`src/hw/rtl/i2c_master_byte_engine_unit_assert.svh`:
```
// Assertion macros for the I2C byte engine RTL.
`ifndef I2C_MASTER_BYTE_ENGINE_UNIT_ASSERT_SVH
`define I2C_MASTER_BYTE_ENGINE_UNIT_ASSERT_SVH

// Same-cycle implication, checked out of reset.
`define I2CBE_ASSERT_NOW(label, clk, rst, ante, cons, msg) \
  label: assert property (@(posedge clk) disable iff (rst) (ante) |-> (cons)) \
    else $error(msg);

// Next-cycle implication, checked out of reset.
`define I2CBE_ASSERT_NEXT(label, clk, rst, ante, cons, msg) \
  label: assert property (@(posedge clk) disable iff (rst) (ante) |=> (cons)) \
    else $error(msg);

`endif

```
`src/hw/rtl/i2cbe_pkg.sv`:
```
// Types and constants for the I2C master byte engine.
package i2cbe_pkg;

  localparam int unsigned CFG_INDEX_WIDTH = 2;
  localparam int unsigned CFG_DATA_WIDTH  = 16;

  localparam logic [CFG_INDEX_WIDTH-1:0] REG_HALF_PERIOD = 2'd0;
  localparam logic [CFG_INDEX_WIDTH-1:0] REG_ACK_TIMEOUT = 2'd1;

  localparam logic [15:0] HALF_PERIOD_RESET = 16'd100;
  localparam logic [7:0]  ACK_TIMEOUT_RESET = 8'd200;

  localparam logic [3:0] BITS_PER_BYTE = 4'd8;

  typedef enum logic [1:0] {
    OP_START = 2'd0,
    OP_STOP  = 2'd1,
    OP_WRITE = 2'd2,
    OP_READ  = 2'd3
  } op_t;

  typedef enum logic [14:0] {
    PH_IDLE        = 15'h0001,
    PH_START_A     = 15'h0002,
    PH_START_B     = 15'h0004,
    PH_STOP_A      = 15'h0008,
    PH_STOP_B      = 15'h0010,
    PH_WR_LO       = 15'h0020,
    PH_WR_HI       = 15'h0040,
    PH_WAIT_SETTLE = 15'h0080,
    PH_WAIT_POLL   = 15'h0100,
    PH_RD_SETTLE   = 15'h0200,
    PH_RD_HOLD     = 15'h0400,
    PH_RD_LOW      = 15'h0800,
    PH_RD_HIGH     = 15'h1000,
    PH_ACK_LO      = 15'h2000,
    PH_ACK_HI      = 15'h4000
  } phase_t;

  typedef struct packed {
    logic       cmd_valid;
    logic [1:0] op;
    logic [7:0] tx_byte;
    logic       send_ack;
    logic       sda_in;
  } cmd_t;

  typedef struct packed {
    logic       scl_out;
    logic       sda_out;
    logic       sda_output_enable;
    logic       busy_res;
    logic       done_res;
    logic [7:0] rx_byte;
    logic       ack_received;
  } res_t;

  typedef struct packed {
    logic [CFG_INDEX_WIDTH-1:0] index;
    logic [CFG_DATA_WIDTH-1:0]  value;
  } cfg_req_t;

endpackage

```
`src/hw/rtl/i2cbe_core.sv`:
```
// Bus sequencer state and its one-tick next-state logic.
module i2cbe_core #(
  parameter int unsigned DIVIDER_WIDTH = 16
) (
  input  logic              clk,
  input  logic              rst,
  input  logic              step,
  input  i2cbe_pkg::cmd_t   item,
  input  logic [15:0]       half_period,
  input  logic [7:0]        ack_timeout,
  output i2cbe_pkg::res_t   result
);
  import i2cbe_pkg::*;

  phase_t                   phase, phase_next;
  logic [3:0]               bit_count, bit_count_next;
  logic [7:0]               shift_reg, shift_reg_next;
  logic [DIVIDER_WIDTH-1:0] divider_count, divider_count_next;
  logic [7:0]               ack_wait_count, ack_wait_count_next;
  logic [7:0]               received_byte, received_byte_next;
  logic                     ack_flag, ack_flag_next;
  logic                     reply_ack, reply_ack_next;
  logic                     scl, scl_next;
  logic                     sda, sda_next;
  logic                     oe, oe_next;
  logic                     done;

  logic [31:0]              half_wide;
  logic [DIVIDER_WIDTH-1:0] half_cut;
  logic [DIVIDER_WIDTH-1:0] half;
  logic [DIVIDER_WIDTH-1:0] div_one;

  assign div_one   = {{(DIVIDER_WIDTH-1){1'b0}}, 1'b1};
  assign half_wide = 32'(half_period);
  assign half_cut  = half_wide[DIVIDER_WIDTH-1:0];
  // A zero half period behaves as one tick.
  assign half      = (half_cut == '0) ? div_one : half_cut;

  always_comb begin
    phase_next          = phase;
    bit_count_next      = bit_count;
    shift_reg_next      = shift_reg;
    divider_count_next  = divider_count;
    ack_wait_count_next = ack_wait_count;
    received_byte_next  = received_byte;
    ack_flag_next       = ack_flag;
    reply_ack_next      = reply_ack;
    scl_next            = scl;
    sda_next            = sda;
    oe_next             = oe;
    done                = 1'b0;

    if (phase == PH_IDLE) begin
      if (item.cmd_valid) begin
        divider_count_next = div_one;
        unique case (item.op)
          OP_START: begin
            phase_next = PH_START_A;
            scl_next = 1'b1; sda_next = 1'b1; oe_next = 1'b1;
          end
          OP_STOP: begin
            phase_next = PH_STOP_A;
            scl_next = 1'b1; sda_next = 1'b0; oe_next = 1'b1;
          end
          OP_WRITE: begin
            shift_reg_next = item.tx_byte;
            bit_count_next = '0;
            phase_next = PH_WR_LO;
            scl_next = 1'b0; sda_next = item.tx_byte[7]; oe_next = 1'b1;
          end
          default: begin
            shift_reg_next = '0;
            bit_count_next = '0;
            reply_ack_next = item.send_ack;
            phase_next = PH_RD_SETTLE;
            scl_next = 1'b1; sda_next = 1'b1; oe_next = 1'b0;
          end
        endcase
      end
    end else if (phase == PH_WAIT_POLL || phase == PH_WAIT_SETTLE && divider_count >= half)
    begin
      // The settle phase ends with a first poll in the same tick.
      if (phase == PH_WAIT_SETTLE) begin
        phase_next = PH_WAIT_POLL;
        divider_count_next = '0;
        ack_wait_count_next = '0;
      end
      if (!item.sda_in) begin
        ack_flag_next = 1'b1;
        scl_next = 1'b0;
        phase_next = PH_IDLE;
        done = 1'b1;
      end else if (ack_wait_count_next >= ack_timeout) begin
        ack_flag_next = 1'b0;
        phase_next = PH_STOP_A;
        scl_next = 1'b1; sda_next = 1'b0; oe_next = 1'b1;
        divider_count_next = div_one;
      end else begin
        ack_wait_count_next = ack_wait_count_next + 8'd1;
      end
    end else if (divider_count < half) begin
      divider_count_next = divider_count + div_one;
    end else begin
      divider_count_next = div_one;
      unique case (phase)
        PH_START_A: begin
          phase_next = PH_START_B;
          scl_next = 1'b1; sda_next = 1'b0; oe_next = 1'b1;
        end
        PH_START_B: begin
          scl_next = 1'b0; phase_next = PH_IDLE; done = 1'b1;
        end
        PH_STOP_A: begin
          phase_next = PH_STOP_B;
          scl_next = 1'b1; sda_next = 1'b1; oe_next = 1'b1;
        end
        PH_STOP_B: begin
          phase_next = PH_IDLE; done = 1'b1;
        end
        PH_WR_LO: begin
          phase_next = PH_WR_HI;
          scl_next = 1'b1; oe_next = 1'b1;
        end
        PH_WR_HI: begin
          shift_reg_next = {shift_reg[6:0], 1'b0};
          bit_count_next = bit_count + 4'd1;
          if (bit_count_next < BITS_PER_BYTE) begin
            phase_next = PH_WR_LO;
            scl_next = 1'b0; sda_next = shift_reg[6]; oe_next = 1'b1;
          end else begin
            phase_next = PH_WAIT_SETTLE;
            scl_next = 1'b1; sda_next = 1'b1; oe_next = 1'b0;
          end
        end
        PH_RD_SETTLE: begin
          shift_reg_next = {shift_reg[6:0], item.sda_in};
          bit_count_next = bit_count + 4'd1;
          phase_next = PH_RD_HOLD;
          scl_next = 1'b1; sda_next = 1'b1; oe_next = 1'b0;
        end
        PH_RD_HOLD: begin
          phase_next = PH_RD_LOW;
          scl_next = 1'b0; sda_next = 1'b1; oe_next = 1'b0;
        end
        PH_RD_LOW: begin
          phase_next = PH_RD_HIGH;
          scl_next = 1'b1; sda_next = 1'b1; oe_next = 1'b0;
        end
        PH_RD_HIGH: begin
          if (bit_count < BITS_PER_BYTE) begin
            shift_reg_next = {shift_reg[6:0], item.sda_in};
            bit_count_next = bit_count + 4'd1;
            phase_next = PH_RD_HOLD;
            scl_next = 1'b1; sda_next = 1'b1; oe_next = 1'b0;
          end else begin
            phase_next = PH_ACK_LO;
            scl_next = 1'b0; sda_next = ~reply_ack; oe_next = 1'b1;
          end
        end
        PH_ACK_LO: begin
          phase_next = PH_ACK_HI;
          scl_next = 1'b1; oe_next = 1'b1;
        end
        PH_ACK_HI: begin
          received_byte_next = shift_reg;
          if (reply_ack) begin
            scl_next = 1'b0;
          end
          phase_next = PH_IDLE;
          done = 1'b1;
        end
        default: begin
          // Unreachable codes fall back to idle with the lines untouched.
          divider_count_next = divider_count;
          phase_next = PH_IDLE;
        end
      endcase
    end

    if (phase_next == PH_IDLE) begin
      divider_count_next = '0;
    end
  end

  always_comb begin
    result.scl_out           = scl_next;
    result.sda_out           = oe_next ? sda_next : 1'b1;
    result.sda_output_enable = oe_next;
    result.busy_res          = (phase_next != PH_IDLE);
    result.done_res          = done;
    result.rx_byte           = received_byte_next;
    result.ack_received      = ack_flag_next;
  end

  always_ff @(posedge clk) begin
    if (rst) begin
      phase          <= PH_IDLE;
      bit_count      <= '0;
      shift_reg      <= '0;
      divider_count  <= '0;
      ack_wait_count <= '0;
      received_byte  <= '0;
      ack_flag       <= 1'b0;
      reply_ack      <= 1'b0;
      scl            <= 1'b1;
      sda            <= 1'b1;
      oe             <= 1'b1;
    end else if (step) begin
      phase          <= phase_next;
      bit_count      <= bit_count_next;
      shift_reg      <= shift_reg_next;
      divider_count  <= divider_count_next;
      ack_wait_count <= ack_wait_count_next;
      received_byte  <= received_byte_next;
      ack_flag       <= ack_flag_next;
      reply_ack      <= reply_ack_next;
      scl            <= scl_next;
      sda            <= sda_next;
      oe             <= oe_next;
    end
  end

endmodule
```
`config.mk`:
```
export PLATFORM = sky130hd
export DESIGN_NAME = i2cbe_core
export DESIGN_NICKNAME = d
export VERILOG_FILES = /design/src/hw/rtl/i2c_master_byte_engine_unit_assert.svh /design/src/hw/rtl/i2cbe_pkg.sv /design/src/hw/rtl/i2cbe_core.sv
export SDC_FILE = /design/constraint.sdc
export NUM_CORES = 1
export LEC_CHECK = 0
export ABC_AREA = 1
export BUFFER_PORTS_ARGS = -buffer_cell sky130_fd_sc_hd__buf_4
export CORE_UTILIZATION = 45
export CTS_BUF_LIST = sky130_fd_sc_hd__clkbuf_2
export DETAILED_ROUTE_END_ITERATION = 10
export PLACE_DENSITY = 0.75
export REMOVE_ABC_BUFFERS = 1
export SLEW_MARGIN = 40
export SYNTH_ARGS = -nofsm -noshare
export SYNTH_HDL_FRONTEND = slang
export SYNTH_SLANG_ARGS = --single-unit
```
`constraint.sdc`:
```
create_clock -name clk -period 4.8 [get_ports clk]
set_input_delay 1.2 -clock clk [delete_from_list [all_inputs] [get_ports clk]]
set_output_delay 1.2 -clock clk [all_outputs]
set_load 0.05 [all_outputs]
```
==> summary.txt <==
Run status
  – Outcome: finished with violations
  – Failing checks: negative setup slack

Die
  – Row cnt: 38
  – Die Height: between 100 and 150 um
  – Die Width: 109 um
  – Core Region: ~11000 um2
  – Die footprint: around 12000 um2
  – I/O Pins: 54
  – Initial Utilization: 0.469

Power and ir drop
  – Pwr/cell area: 228 nW/um2
  – Max IR drop VDD: ~0.14 mV
  – P_leak: between 0.002 and 0.003 uW

Synth
  – Number of synthesized register bits: 64
  – Synthesized area: around 5100 um2
  – Most area-consuming cells after synthesis: dfxtp_1 25%, inv_1 9.6%, nand2_1 8.7%
  – Netlist cell types: 50
  – Post-synth top cells: 131 x inv_1, 119 x nand2_1, 71 x nand3_1
  – Most common cell in the synthesized netlist: inv_1
  – Post-Syn Instances: ~790
  – Async set-reset flop share out of synthesis: 0
  – Post-synth EDFFs: 0
  – Post-synth top area share: 0.249
  – Yosys warns: 0
  – Cell taking the most area after synthesis: dfxtp_1
  – Most used DFF post-synth: dfxtp_1
  – Synthesized area per cell: around 6.5 um2
  – Post-synthesis sequential area ratio: 0.249

Finish
  – Layout Cell Area excl Fill: around 6200 um2
  – Layout Cells excl Fill: slightly above 1000
  – Top reg by flops: divider_count
  – Layout cell share with drive strength beyond 1: 0.243
  – Area Growth Syn to Fin: 20.9%
  – Fillcell total: 1045
  – Nets: around 930
  – # diodes: 0
  – Largest regs: divider_count x16, phase x15
  – Number of flip-flops in the largest register: 16

GRT
  – GRT Resource Usage Total: 0.252
  – Grt total ovfl: 0
  – Initial antenna violation count: 0
  – Number of global-route vias before repair: 5005
  – Largest net degree at the start of global routing: between 40 and 50
  – First-pass GRT wire length: between 20 and 25 mm

Critical path
  – Crit path DAT: approximately 3.6 ns
  – Kind of critical path: input port to output port
  – Required @ worst endpoint: 3.60 ns
  – CP max-delay cell: nor4_4
  – Worst reg2reg path depth: 20
  – Worst Path Max Fanout: 3
  – CP max stage delay: 0.29 ns
  – Critical path cell sequence: buf_4, nor4_4, nand3_2, o41ai_2, ha_1, inv_1, nand2_1, nand2_1, nand2_1, nand2_1, nand2_1, nand2_1, nand2_4, nand3_4, nand2_2, nand2_1, nand2_1, nand3_2, nor2_4, nand4_4, buf_6
  – CP startpoint kind: input port
  – WP depth: 21
  – Worst Path Buf+Inv: 3
  – Cell family with most CP delay: simple AND/OR/NAND/NOR gates
  – CP dominant cell by count: nand2_1
  – Crit. End Element: output port

Route
  – Detail Route Antenna Nets: 0
  – Routed wl met2: about 6.5 mm
  – Metal3 WL: a little under 1 mm
  – First-pass detailed-route iteration total: 6
  – M1 wire length: between 6 and 7 mm
  – Total Wirelength: about 14 mm
  – DRC viols: 0
  – Vias: 5453
  – Initial DRC Count: approximately 360
  – Top sig layer: met4
  – Vias per cell: around 5.4
  – DR WL/cell: approximately 14 um

Clock network
  – Root buffer cell: clkbuf_2
  – Clk buf depth: 2
  – CTS tree: yes
  – H-Tree Depth: 3
  – Clock sink total: 64
  – TritonCTS Buffers: 9
  – Clk pin slew, worst setup/hold paths: between 0.15 and 0.2 ns
  – Insertion delay to the later sink of the worst-skew pair: approximately 0.56 ns

Run
  – Max Cap Violations: 0

Placement
  – Gpl congestion: 0.952
  – Placed Area: ~5800 um2
  – Placed instance count: roughly 990
  – Input/output buffers: between 50 and 60
  – HPWL Detailed: 10.2 mm

Timing
  – Worst Tran Pin Value: 0.812 ns
  – Final setup fails: 1
  – Slew margin rel.: 0.455
  – Fin crit share: 1.01
  – Unrepaired setup endpoints after global routing: true
  – TNS Setup: -0.0292 ns
  – Final Skew: 0.0341 ns
  – Pins over their slew limit: 0
  – Worst setup margin: -0.0292 ns
  – Final Hold Viols: 0
  – Final period demand of the worst path: a little under 5 ns
  – Max Clk Rate: 207 MHz

Worst hold path
  – Hold path depth: 2
  – Worst hold-check path type: register to register
[worst register-to-register path: cells and delay by family, from the launching register on]
kind	cells	cell delay (ns)
AOI/OAI and AO/OA	3	0.57
adders and majority gates	1	0.25
buffers and inverters	5	0.59
DFF	1	0.43
and+or+nand+nor	11	1.39
[report_power, final]
part           leakage [uW]  internal (uW)  total, uW  switching (uW)
sequential         0.000526            555        578            22.9
clock             0.0000975            231        472             241
combinational       0.00235            135        369             234
total               0.00297            921       1420             498
[per-layer routing]
| metal | GRT usage | vias up |
|---|---|---|
| li1 | - | 2764 |
| met4 | 0.0898 | 0 |
| met2 | 0.417 | 198 |
| met3 | 0.0442 | 28 |
| met1 | 0.326 | 2463 |
| met5 | 0 | - |
[layout by cell type, fill, tap and decap left out, types with 2 or more instances in the layout]
master,count
nor3_1,14
nor2_1,65
buf_6,8
nand2_4,5
a211oi_1,2
inv_1,130
nand3_1,64
nor3_2,4
nand3_4,2
nand4_1,12
dfxtp_4,2
inv_2,5
bufinv_16,3
nand3_2,10
dfxtp_2,7
nor2_4,10
nor2_2,9
buf_4,83
nand2_1,114
a21oi_1,55
xor2_1,13
a31oi_1,8
o21ai_1,10
dfxtp_1,55
nand2_2,20
o22ai_1,10
a21oi_2,16
nor4_1,3
o211ai_1,7
inv_6,3
ha_1,27
clkbuf_2,9
o21ai_0,58
[final timing paths]
path,start,endpoint,slack (ns)
setup / recovery,half_period[12],result[10],-0.03
hold / removal,ack_wait_count[7],ack_wait_count[7],0.48
setup reg to reg,phase[6],divider_count[1],1.51
hold reg to reg,ack_wait_count[7],ack_wait_count[7],0.48
[repair_timing]
| item | 4_1_cts | 5_1_grt |
|---|---|---|
| setup endpoints to repair | 14 | 14 |
| hold buffers | 0 | 0 |
| setup buffers | 0 | 7 |
| pin swaps | 3 | 4 |
| resized for setup | 24 | 36 |
[area by class of cell]
cell class	instances	area [um2]	share of cell area
Timing Repair Buffer	92	733	0.118
Clock inverter	7	125	0.0201
Clock buffer	9	45.0	0.00723
Inverter	138	522	0.0838
Sequential cell	64	1300	0.208
Tap cell	140	175	0.0281
Multi-Input combinational cell	559	3330	0.535
[metrics by stage]
stage / utilization / total power, uW / setup slack (ns) / hold slack, ns
floorplan: - / 803 / -0.379 / 0.432
global placement: 0.527 / 924 / -0.240 / 0.454
detailed placement: 0.527 / 928 / -0.272 / 0.458
CTS: 0.552 / 1410 / 0.00260 / 0.483
global route: 0.567 / 1490 / -0.193 / 0.506
finish: 0.567 / 1420 / -0.0292 / 0.477
[cells by family (layout without fill, tap and decap cells)]
family	count (synthesis)	in the layout	synth area share
flip-flops	64	64	0.249
AO/OA/AOI/OAI	179	179	0.200
AND/OR/NAND/NOR	338	338	0.323
multiplexers	1	1	0.00194
adder cells (fa/ha/maj)	27	27	0.0656
XOR/XNOR	14	14	0.0238
buffers and inverters	169	246	0.137
Note: power is estimated with default switching activity, not from simulation.
